[src/hw/rtl/assert_macros.svh]
// ----------------------------------------------------------------------------
// Assertion macros
// Shared concurrent assertion wrappers; define NO_ASSERTIONS to drop them.
// ----------------------------------------------------------------------------
`ifndef ASSERT_MACROS_SVH
`define ASSERT_MACROS_SVH

`ifndef NO_ASSERTIONS

// property must hold at every rising clock edge outside reset
`define ASSERT_ON(lbl, clk, rst, prop) \
   lbl: assert property (@(posedge clk) disable iff (rst) (prop)) \
      else $error("assertion failed");

// expression must never be true outside reset
`define ASSERT_NEVER(lbl, clk, rst, expr) \
   lbl: assert property (@(posedge clk) disable iff (rst) !(expr)) \
      else $error("forbidden condition seen");

`else

`define ASSERT_ON(lbl, clk, rst, prop)
`define ASSERT_NEVER(lbl, clk, rst, expr)

`endif

`endif

[src/hw/rtl/bss_pkg.sv]
// ----------------------------------------------------------------------------
// bss_pkg
// Types and constants shared by the substring search block.
// ----------------------------------------------------------------------------
`timescale 1ns / 1ps
`default_nettype none

package bss_pkg;

   localparam int BYTE_W        = 8;
   localparam int LEN_W         = 5;
   localparam int CSR_DATA_W    = 64;
   localparam int CSR_INDEX_W   = 2;
   localparam int LIMIT_W       = 16;
   localparam int MATCH_START_W = 16;

   typedef logic [BYTE_W-1:0]        byte_type;
   typedef logic [LEN_W-1:0]         len_type;
   typedef logic [CSR_INDEX_W-1:0]   csr_index_type;
   typedef logic [CSR_DATA_W-1:0]    csr_data_type;
   typedef logic [LIMIT_W-1:0]       limit_type;
   typedef logic [MATCH_START_W-1:0] match_start_type;

   localparam byte_type TERMINATOR = 8'h00;

   // register indexes
   localparam csr_index_type CSR_NEEDLE_LENGTH = 2'd0;
   localparam csr_index_type CSR_NEEDLE_LOW    = 2'd1;
   localparam csr_index_type CSR_NEEDLE_HIGH   = 2'd2;
   localparam csr_index_type CSR_SEARCH_LIMIT  = 2'd3;

endpackage

`default_nettype wire

[src/hw/rtl/bss_req_if.sv]
// ----------------------------------------------------------------------------
// bss_req_if
// Haystack byte channel: valid/ready handshake with byte and restart flag.
// ----------------------------------------------------------------------------
`timescale 1ns / 1ps
`default_nettype none

interface bss_req_if;

   logic               valid;
   logic               ready;
   bss_pkg::byte_type  haystack_byte;
   logic               first_byte;

   modport source (output valid, output haystack_byte, output first_byte, input ready);
   modport sink   (input valid, input haystack_byte, input first_byte, output ready);

endinterface

`default_nettype wire

[src/hw/rtl/bss_rsp_if.sv]
// ----------------------------------------------------------------------------
// bss_rsp_if
// Search status channel: valid/ready handshake with found, start and done.
// ----------------------------------------------------------------------------
`timescale 1ns / 1ps
`default_nettype none

interface bss_rsp_if;

   logic                     valid;
   logic                     ready;
   logic                     found;
   bss_pkg::match_start_type match_start;
   logic                     finished;

   modport source (output valid, output found, output match_start, output finished,
                   input ready);
   modport sink   (input valid, input found, input match_start, input finished,
                   output ready);

endinterface

`default_nettype wire

[src/hw/rtl/bss_window_match.sv]
// ----------------------------------------------------------------------------
// bss_window_match
// Parallel compare of the byte window against the first n needle bytes.
// ----------------------------------------------------------------------------
`timescale 1ns / 1ps
`default_nettype none

module bss_window_match #(
   parameter int NEEDLE_MAX = 16
) (
   input  wire logic [NEEDLE_MAX-1:0][bss_pkg::BYTE_W-1:0] win,
   input  wire logic [NEEDLE_MAX-1:0][bss_pkg::BYTE_W-1:0] needle,
   input  wire bss_pkg::len_type                           needle_len,
   output logic                                            hit
);

   localparam int IDX_W = (NEEDLE_MAX > 1) ? $clog2(NEEDLE_MAX) : 1;

   // window entry 0 is the newest byte, so needle byte j sits at n-1-j
   always_comb begin
      logic                  all_eq;
      bss_pkg::len_type      pos;
      logic [IDX_W-1:0]      idx;
      all_eq = 1'b1;
      for (int j = 0; j < NEEDLE_MAX; j++) begin
         pos = needle_len - bss_pkg::len_type'(j + 1);
         idx = pos[IDX_W-1:0];
         if (bss_pkg::len_type'(j) < needle_len) begin
            if (win[idx] != needle[j]) begin
               all_eq = 1'b0;
            end
         end
      end
      hit = all_eq;
   end

endmodule

`default_nettype wire

[src/hw/rtl/bounded_substring_search.sv]
// ----------------------------------------------------------------------------
// bounded_substring_search
// Streaming bounded substring search over a haystack byte stream.
// ----------------------------------------------------------------------------
// The block takes one haystack byte per cycle and returns one status word per
// byte, valid in the cycle after the byte is accepted; the rate is set by the
// same-cycle update of the byte window, the parallel needle compare and the
// position counter, and a result register sits between the two channels, so a
// new byte is taken in the same cycle the previous word leaves and the input
// stalls only while a word waits on a low rsp ready. The status word reports whether
// the needle (up to NEEDLE_MAX bytes, needle_length of them in use) has been
// found wholly inside the first search_limit bytes and before any zero byte,
// the offset of its first byte, and whether the search has ended (hit, zero
// byte, or limit). A byte flagged first_byte restarts the search at offset 0.
// An empty needle matches at offset 0. Overlapping starts are all tested.
// Write the configuration registers only while the block is idle.
// ----------------------------------------------------------------------------
`timescale 1ns / 1ps
`default_nettype none

`include "assert_macros.svh"

module bounded_substring_search #(
   parameter int NEEDLE_MAX    = 16,
   parameter int POSITION_BITS = 16
) (
   input  wire logic                    clock,
   input  wire logic                    reset,
   bss_req_if.sink                      req,
   bss_rsp_if.source                    rsp,
   input  wire logic                    csr_wr_en,
   input  wire bss_pkg::csr_index_type  csr_index,
   input  wire bss_pkg::csr_data_type   csr_wdata
);

   localparam int CMP_W = (POSITION_BITS + 1 > bss_pkg::LIMIT_W + 1) ?
                          POSITION_BITS + 1 : bss_pkg::LIMIT_W + 1;

   // configuration
   bss_pkg::len_type      needle_length_ff;
   bss_pkg::csr_data_type needle_low_ff;
   bss_pkg::csr_data_type needle_high_ff;
   bss_pkg::limit_type    search_limit_ff;

   // search state
   logic [NEEDLE_MAX-1:0][bss_pkg::BYTE_W-1:0] win_ff, win_in;
   logic [POSITION_BITS-1:0] pos_ff, pos_in;
   logic                     hit_ff, hit_in;
   logic [POSITION_BITS-1:0] off_ff, off_in;
   logic                     over_ff, over_in;

   // result register
   logic                     rsp_valid_ff;
   logic                     found_ff;
   bss_pkg::match_start_type match_start_ff;
   logic                     finished_ff;

   logic [NEEDLE_MAX-1:0][bss_pkg::BYTE_W-1:0] needle;
   logic [NEEDLE_MAX-1:0][bss_pkg::BYTE_W-1:0] win_shift;
   bss_pkg::len_type         needle_len;
   logic                     win_hit;
   logic                     accept;
   logic                     req_ready;

   assign req_ready = !rsp_valid_ff || rsp.ready;
   assign req.ready = req_ready;
   assign accept    = req.valid && req_ready;

   // clamp overlong lengths
   assign needle_len = (needle_length_ff > bss_pkg::len_type'(NEEDLE_MAX)) ?
                       bss_pkg::len_type'(NEEDLE_MAX) : needle_length_ff;

   always_comb begin
      logic [2*bss_pkg::CSR_DATA_W-1:0] needle_all;
      needle_all = {needle_high_ff, needle_low_ff};
      for (int k = 0; k < NEEDLE_MAX; k++) begin
         needle[k] = needle_all[bss_pkg::BYTE_W*k +: bss_pkg::BYTE_W];
      end
   end

   // entries past the count are never compared, so the window needs no clear
   always_comb begin
      win_shift[0] = req.haystack_byte;
      for (int i = 1; i < NEEDLE_MAX; i++) begin
         win_shift[i] = win_ff[i-1];
      end
   end

   bss_window_match #(
      .NEEDLE_MAX (NEEDLE_MAX)
   ) u_match (
      .win        (win_shift),
      .needle     (needle),
      .needle_len (needle_len),
      .hit        (win_hit)
   );

   always_comb begin
      logic [POSITION_BITS-1:0] pos_cur;
      logic                     hit_cur;
      logic [POSITION_BITS-1:0] off_cur;
      logic                     over_cur;
      logic [POSITION_BITS:0]   count;
      logic [CMP_W-1:0]         count_ext;
      logic [CMP_W-1:0]         len_ext;
      logic [CMP_W-1:0]         limit_ext;
      logic [CMP_W-1:0]         pmax_ext;
      logic [CMP_W-1:0]         start_ext;

      // restart: start from a cleared search
      pos_cur  = req.first_byte ? '0   : pos_ff;
      hit_cur  = req.first_byte ? 1'b0 : hit_ff;
      off_cur  = req.first_byte ? '0   : off_ff;
      over_cur = req.first_byte ? 1'b0 : over_ff;

      count     = {1'b0, pos_cur} + (POSITION_BITS+1)'(1);
      count_ext = CMP_W'(count);
      len_ext   = CMP_W'(needle_len);
      limit_ext = CMP_W'(search_limit_ff);
      pmax_ext  = CMP_W'({POSITION_BITS{1'b1}});
      start_ext = count_ext - len_ext;

      win_in  = win_ff;
      pos_in  = pos_cur;
      hit_in  = hit_cur;
      off_in  = off_cur;
      over_in = over_cur;

      if (!over_cur) begin
         priority if (needle_len == '0) begin
            hit_in  = 1'b1;
            off_in  = '0;
            over_in = 1'b1;
         end else if (req.haystack_byte == bss_pkg::TERMINATOR) begin
            over_in = 1'b1;
         end else begin
            win_in = win_shift;
            pos_in = count[POSITION_BITS-1:0];
            if (count_ext >= len_ext && count_ext <= limit_ext && win_hit) begin
               hit_in  = 1'b1;
               off_in  = start_ext[POSITION_BITS-1:0];
               over_in = 1'b1;
            end
            if (count_ext >= limit_ext || count_ext >= pmax_ext) begin
               over_in = 1'b1;
            end
         end
      end
   end

   always_ff @(posedge clock) begin
      if (reset) begin
         needle_length_ff <= '0;
         needle_low_ff    <= '0;
         needle_high_ff   <= '0;
         search_limit_ff  <= '0;
      end else if (csr_wr_en) begin
         unique case (csr_index)
            bss_pkg::CSR_NEEDLE_LENGTH: begin
               needle_length_ff <= csr_wdata[bss_pkg::LEN_W-1:0];
            end
            bss_pkg::CSR_NEEDLE_LOW: begin
               needle_low_ff <= csr_wdata;
            end
            bss_pkg::CSR_NEEDLE_HIGH: begin
               needle_high_ff <= csr_wdata;
            end
            bss_pkg::CSR_SEARCH_LIMIT: begin
               search_limit_ff <= csr_wdata[bss_pkg::LIMIT_W-1:0];
            end
         endcase
      end
   end

   always_ff @(posedge clock) begin
      if (reset) begin
         pos_ff  <= '0;
         hit_ff  <= 1'b0;
         off_ff  <= '0;
         over_ff <= 1'b0;
      end else if (accept) begin
         pos_ff  <= pos_in;
         hit_ff  <= hit_in;
         off_ff  <= off_in;
         over_ff <= over_in;
      end
   end

   always_ff @(posedge clock) begin
      if (accept) begin
         win_ff <= win_in;
      end
   end

   always_ff @(posedge clock) begin
      if (reset) begin
         rsp_valid_ff <= 1'b0;
      end else if (accept) begin
         rsp_valid_ff <= 1'b1;
      end else if (rsp.ready) begin
         rsp_valid_ff <= 1'b0;
      end
   end

   // load the word from the updated state
   always_ff @(posedge clock) begin
      logic [CMP_W-1:0] off_ext;
      off_ext = CMP_W'(off_in);
      if (accept) begin
         found_ff       <= hit_in;
         match_start_ff <= hit_in ? off_ext[bss_pkg::MATCH_START_W-1:0] : '0;
         finished_ff    <= over_in;
      end
   end

   assign rsp.valid       = rsp_valid_ff;
   assign rsp.found       = found_ff;
   assign rsp.match_start = match_start_ff;
   assign rsp.finished    = finished_ff;

   `ASSERT_NEVER(a_hit_implies_over, clock, reset, hit_ff && !over_ff)
   `ASSERT_ON(a_found_implies_finished, clock, reset,
              rsp_valid_ff && found_ff |-> finished_ff)
   `ASSERT_ON(a_empty_needle_hits_at_zero, clock, reset,
              accept && req.first_byte && needle_len == '0 |=>
              found_ff && match_start_ff == '0 && finished_ff)
   `ASSERT_ON(a_terminator_ends_without_hit, clock, reset,
              accept && !req.first_byte && !over_ff && needle_len != '0 &&
              req.haystack_byte == bss_pkg::TERMINATOR |=> over_ff && !hit_ff)
   `ASSERT_ON(a_no_progress_after_end, clock, reset,
              accept && !req.first_byte && over_ff |=>
              $stable(pos_ff) && $stable(off_ff) && $stable(hit_ff))

endmodule

`default_nettype wire
[src/flat_wrapper.sv]
// flat-port wrapper written by rule: the top's interface ports become plain ports
module bounded_substring_search_flat 
#(
   parameter int NEEDLE_MAX    = 16,
   parameter int POSITION_BITS = 16
)
  (clock, reset, csr_wr_en, csr_index, csr_wdata, req_valid, req_haystack_byte, req_first_byte, req_ready, rsp_valid, rsp_found, rsp_match_start, rsp_finished, rsp_ready);
  bss_req_if req_i ();
  bss_rsp_if rsp_i ();
  input  wire logic clock;
  input  wire logic reset;
  input  wire logic csr_wr_en;
  input  wire bss_pkg::csr_index_type csr_index;
  input  wire bss_pkg::csr_data_type csr_wdata;
  input wire logic [$bits(req_i.valid)-1:0] req_valid;
  input wire logic [$bits(req_i.haystack_byte)-1:0] req_haystack_byte;
  input wire logic [$bits(req_i.first_byte)-1:0] req_first_byte;
  output wire logic [$bits(req_i.ready)-1:0] req_ready;
  output wire logic [$bits(rsp_i.valid)-1:0] rsp_valid;
  output wire logic [$bits(rsp_i.found)-1:0] rsp_found;
  output wire logic [$bits(rsp_i.match_start)-1:0] rsp_match_start;
  output wire logic [$bits(rsp_i.finished)-1:0] rsp_finished;
  input wire logic [$bits(rsp_i.ready)-1:0] rsp_ready;
  assign req_i.valid = req_valid;
  assign req_i.haystack_byte = req_haystack_byte;
  assign req_i.first_byte = req_first_byte;
  assign req_ready = req_i.ready;
  assign rsp_valid = rsp_i.valid;
  assign rsp_found = rsp_i.found;
  assign rsp_match_start = rsp_i.match_start;
  assign rsp_finished = rsp_i.finished;
  assign rsp_i.ready = rsp_ready;
  bounded_substring_search #(.NEEDLE_MAX(NEEDLE_MAX), .POSITION_BITS(POSITION_BITS)) u_core (.clock(clock), .reset(reset), .req(req_i), .rsp(rsp_i), .csr_wr_en(csr_wr_en), .csr_index(csr_index), .csr_wdata(csr_wdata));
endmodule
[config.mk]
export PLATFORM = sky130hd
export DESIGN_NAME = bounded_substring_search_flat
export DESIGN_NICKNAME = d
export VERILOG_FILES = /design/src/hw/rtl/bss_pkg.sv /design/src/hw/rtl/bss_req_if.sv /design/src/hw/rtl/bss_rsp_if.sv /design/src/hw/rtl/bss_window_match.sv /design/src/hw/rtl/bounded_substring_search.sv /design/src/flat_wrapper.sv
export VERILOG_INCLUDE_DIRS = /design/src /design/src/hw/rtl
export SDC_FILE = /design/constraint.sdc
export NUM_CORES = 1
export LEC_CHECK = 0
export ABC_AREA = 1
export BUFFER_PORTS_ARGS = -buffer_cell sky130_fd_sc_hd__buf_2
export CAP_MARGIN = 20
export CELL_PAD_IN_SITES_DETAIL_PLACEMENT = 1
export CELL_PAD_IN_SITES_GLOBAL_PLACEMENT = 1
export CORE_ASPECT_RATIO = 1.2
export CORE_UTILIZATION = 40
export CTS_CLUSTER_DIAMETER = 200
export DETAILED_ROUTE_END_ITERATION = 12
export MAX_ROUTING_LAYER = met4
export PLACE_DENSITY_LB_ADDON = 0.1
export SLEW_MARGIN = 20
export SYNTH_ARGS = -nofsm -noshare
export SYNTH_HDL_FRONTEND = slang
export SYNTH_SLANG_ARGS = --single-unit
[constraint.sdc]
create_clock -name clock -period 26.8 [get_ports clock]
set_input_delay 1.34 -clock clock [delete_from_list [all_inputs] [get_ports clock]]
set_output_delay 1.34 -clock clock [all_outputs]
set_load 0.01 [all_outputs]
==> out/results.ini <==
[drt]
drtAntennaViolNets=0
routed_wl_um=102000
drc=0
vias_per_cell=5.81
firstDrtPassIters=5
routed-via-count=24900
drtIter0Drc=1935
wl_per_cell_um=23.8

[power]
powerDensity_nw_per_um2=65.7
p_leak_nw=11.5
ir_worst_vdd_v=0.0000485
finalPower_mw=1.63

[die]
coreArea_um2=55200
initial_core_util_pct=40.8
die_x_um=219
die-area_um2=57200
io_pins=100
die_h_um=262
rows=94

[setup_path]
cpMaxStageDelayCell=nor2_1
cp-startpoint=u_core.needle_length_ff[4]$_SDFFE_PP0P_
r2r-start=u_core.needle_length_ff[4]$_SDFFE_PP0P_
cp-end-kind=register
required_ns=27.14
cp-start-kind=register
cp_max_fo=74
cpPeakStageDelay_ns=0.81
path_class=register to register
crit_top_cell=nand2_1
crit_arrival_ns=6.78

[timing]
fin_crit_ns=6.44
worst_slew_pin_slew_ns=1.14
grt_setup_unrepaired=false
finalClockSkew_ns=0.0239
max_freq_mhz=155
fin_ws_ns=20.36
hold_violations=0
final-setup-viol-count=0
setup_tns_ns=0
slew_viol_final=0
relSlewSlack_pct=23.7
timing.final.crit_share_pct=24.0

[cells_and_area]
drive_above_1_share_pct=7.10
register_area_um2=7830
nets=3639
multi_input_area_um2=12800
area_growth_syn_to_layout_pct=10.2
fillers=7340

[min_path]
hp-class=register to register
hold_path_startpoint=u_core.win_ff[81]$_DFFE_PP_

[clock_tree]
worstSkewPairLatency_ns=0.59
clock_sinks=322
numCtsBuffers=40
cts_root_buf=clkbuf_16
cts_resized=0
post_cts_buffers=0
h-tree-depth=2
ctsLongestPathBuffers=3
tritoncts=yes
clkTransAtPathRegs_ns=0.06
ctsHoldBuffers=0

[yosys]
syn_nets=3642
ys_types=47
synth.top_cell.area_share_pct=22.6
async_flop_share_pct=0
synth_area_leaders=nand2_1 (23%), edfxtp_1 (18%), dfxtp_1 (16%)
synth_top_area_cell=nand2_1
yosysWarnings=0
synth_edf_count=138
synthCells=3533
ys_ff_latch=322
synthFlopType=dfxtp_1
synth_area_um2=22500
avgSynthCellArea_um2=6.37
ys_seq_area_share_pct=34.8

[run]
cap_violations=0

[placed_design]
place_congestion=0.989
hpwl_um=77200
portBuffers=99
pre_cts_ws_ns=19.95

[grt]
track_usage_pct=36.6
grt_pass1_wl_um=152000
grt_antenna_before_repair=3
grt_pass1_vias=25100
grt_start_max_net_pins=106
overflow=0

[status]
status=finished, final reports clean

report_power, final:
group	total [mW]	switching, mW	internal, mW
Sequential	0.563	0.0207	0.543
Clock	0.599	0.244	0.355
Combinational	0.467	0.340	0.127
Total	1.63	0.605	1.02
final timing paths:
kind / to / slack (ns) / cells past startpoint
max: u_core.rsp.match_start[1]$_SDFFCE_PN0P_ / 20.36 / 27
min: u_core.win_ff[89]$_DFFE_PP_ / 0.46 / 0
max reg2reg: u_core.rsp.match_start[1]$_SDFFCE_PN0P_ / 20.36 / 27
min reg2reg: u_core.win_ff[89]$_DFFE_PP_ / 0.46 / 0
cell type report:
type                            instances  share of cell area [%]
Clock buffer                           53                    4.69
Clock inverter                         20                   0.989
Timing Repair Buffer                  126                    2.84
Sequential cell                       322                    31.6
Inverter                              300                    4.57
Multi-Input combinational cell       2740                    51.7
Tap cell                              720                    3.63
Antenna cell                            3                  0.0303
flip-flops by register name (all words and copies together), names as in the netlist:
signal / count
u_core.win_ff: 120
u_core.over_ff: 1
u_core.rsp.match_start: 16
u_core.needle_length_ff: 5
u_core.rsp.finished: 1
u_core.rsp.valid: 1
u_core.hit_ff: 1
u_core.off_ff: 16
u_core.search_limit_ff: 16
u_core.pos_ff: 16
u_core.rsp.found: 1
u_core.needle_low_ff: 64
u_core.needle_high_ff: 64
placed cells by master (no fill, tap or decap), types with 5 or more instances in the layout:
| cell type | n |
|---|---|
| inv_2 | 15 |
| ha_1 | 28 |
| xnor2_1 | 6 |
| clkbuf_8 | 5 |
| o21ai_1 | 42 |
| buf_2 | 98 |
| nand4_1 | 10 |
| clkinv_1 | 7 |
| buf_4 | 27 |
| a211oi_1 | 78 |
| a21oi_1 | 135 |
| o21ai_0 | 39 |
| clkbuf_16 | 43 |
| nand3b_1 | 57 |
| nor3_1 | 8 |
| o211ai_1 | 6 |
| nand2_1 | 1353 |
| nor2_1 | 174 |
| dfxtp_1 | 184 |
| a21oi_2 | 11 |
| xor2_1 | 33 |
| nand2_2 | 12 |
| nand3_1 | 706 |
| bufinv_16 | 5 |
| clkbuf_1 | 5 |
| clkinv_2 | 6 |
| inv_1 | 280 |
| nor4_1 | 6 |
| nor2_4 | 9 |
| edfxtp_1 | 138 |
per-stage QoR:
stage / std cells / utilization [%] / area (um^2) / hold WS, ns
after floorplan: 3533 / - / 22500 / 0.426
after global placement: 4208 / 42.4 / 23400 / 0.432
after detailed placement: 4208 / 42.4 / 23400 / 0.441
after CTS: 4281 / 44.9 / 24800 / 0.456
after global routing: 4284 / 44.9 / 24800 / 0.471
final: 4284 / 44.9 / 24800 / 0.457
layer usage:
layer / routed length (um) / global-route usage, % / vias to the layer above
met5: 0 / - / -
met4: 6340 / 20.2 / 0
met3: 5080 / 4.42 / 244
met2: 48600 / 60.1 / 789
met1: 42000 / 43.3 / 12200
li1: - / - / 11600
critical path: cells and delay by family (launching register included):
kind	cells	cell delay (ns)
DFF	1	0.63
buffers and inverters	5	1.51
adders and majority gates	1	0.38
AOI/OAI and AO/OA	1	0.13
and+or+nand+nor	20	3.51
cell usage after synthesis (all sizes together), types with 2 or more instances:
master	instances
clkinv	4
nand3b	57
nand2	1367
nor3	8
edfxtp	138
nand3	708
xnor2	7
a21oi	146
dfxtp	184
clkbuf	75
or2	2
xor2	35
inv	296
o22ai	2
buf	96
nor2	186
nor4	6
nand4	10
o21ai	84
o211ai	6
a221oi	4
ha	28
a211oi	78
logic make-up (layout without fill, tap and decap cells):
family | Yosys count | in the layout | synth area share (%)
AOI/OAI and AO/OA | 323 | 323 | 8.46
and+or+nand+nor | 2346 | 2346 | 44.9
DFF | 322 | 322 | 34.8
buffers and inverters | 471 | 499 | 8.49
other | 0 | 3 | 0
adders and majority gates | 29 | 29 | 1.65
xor gates and xnor gates | 42 | 42 | 1.75
(Power assumes the default switching activity.)
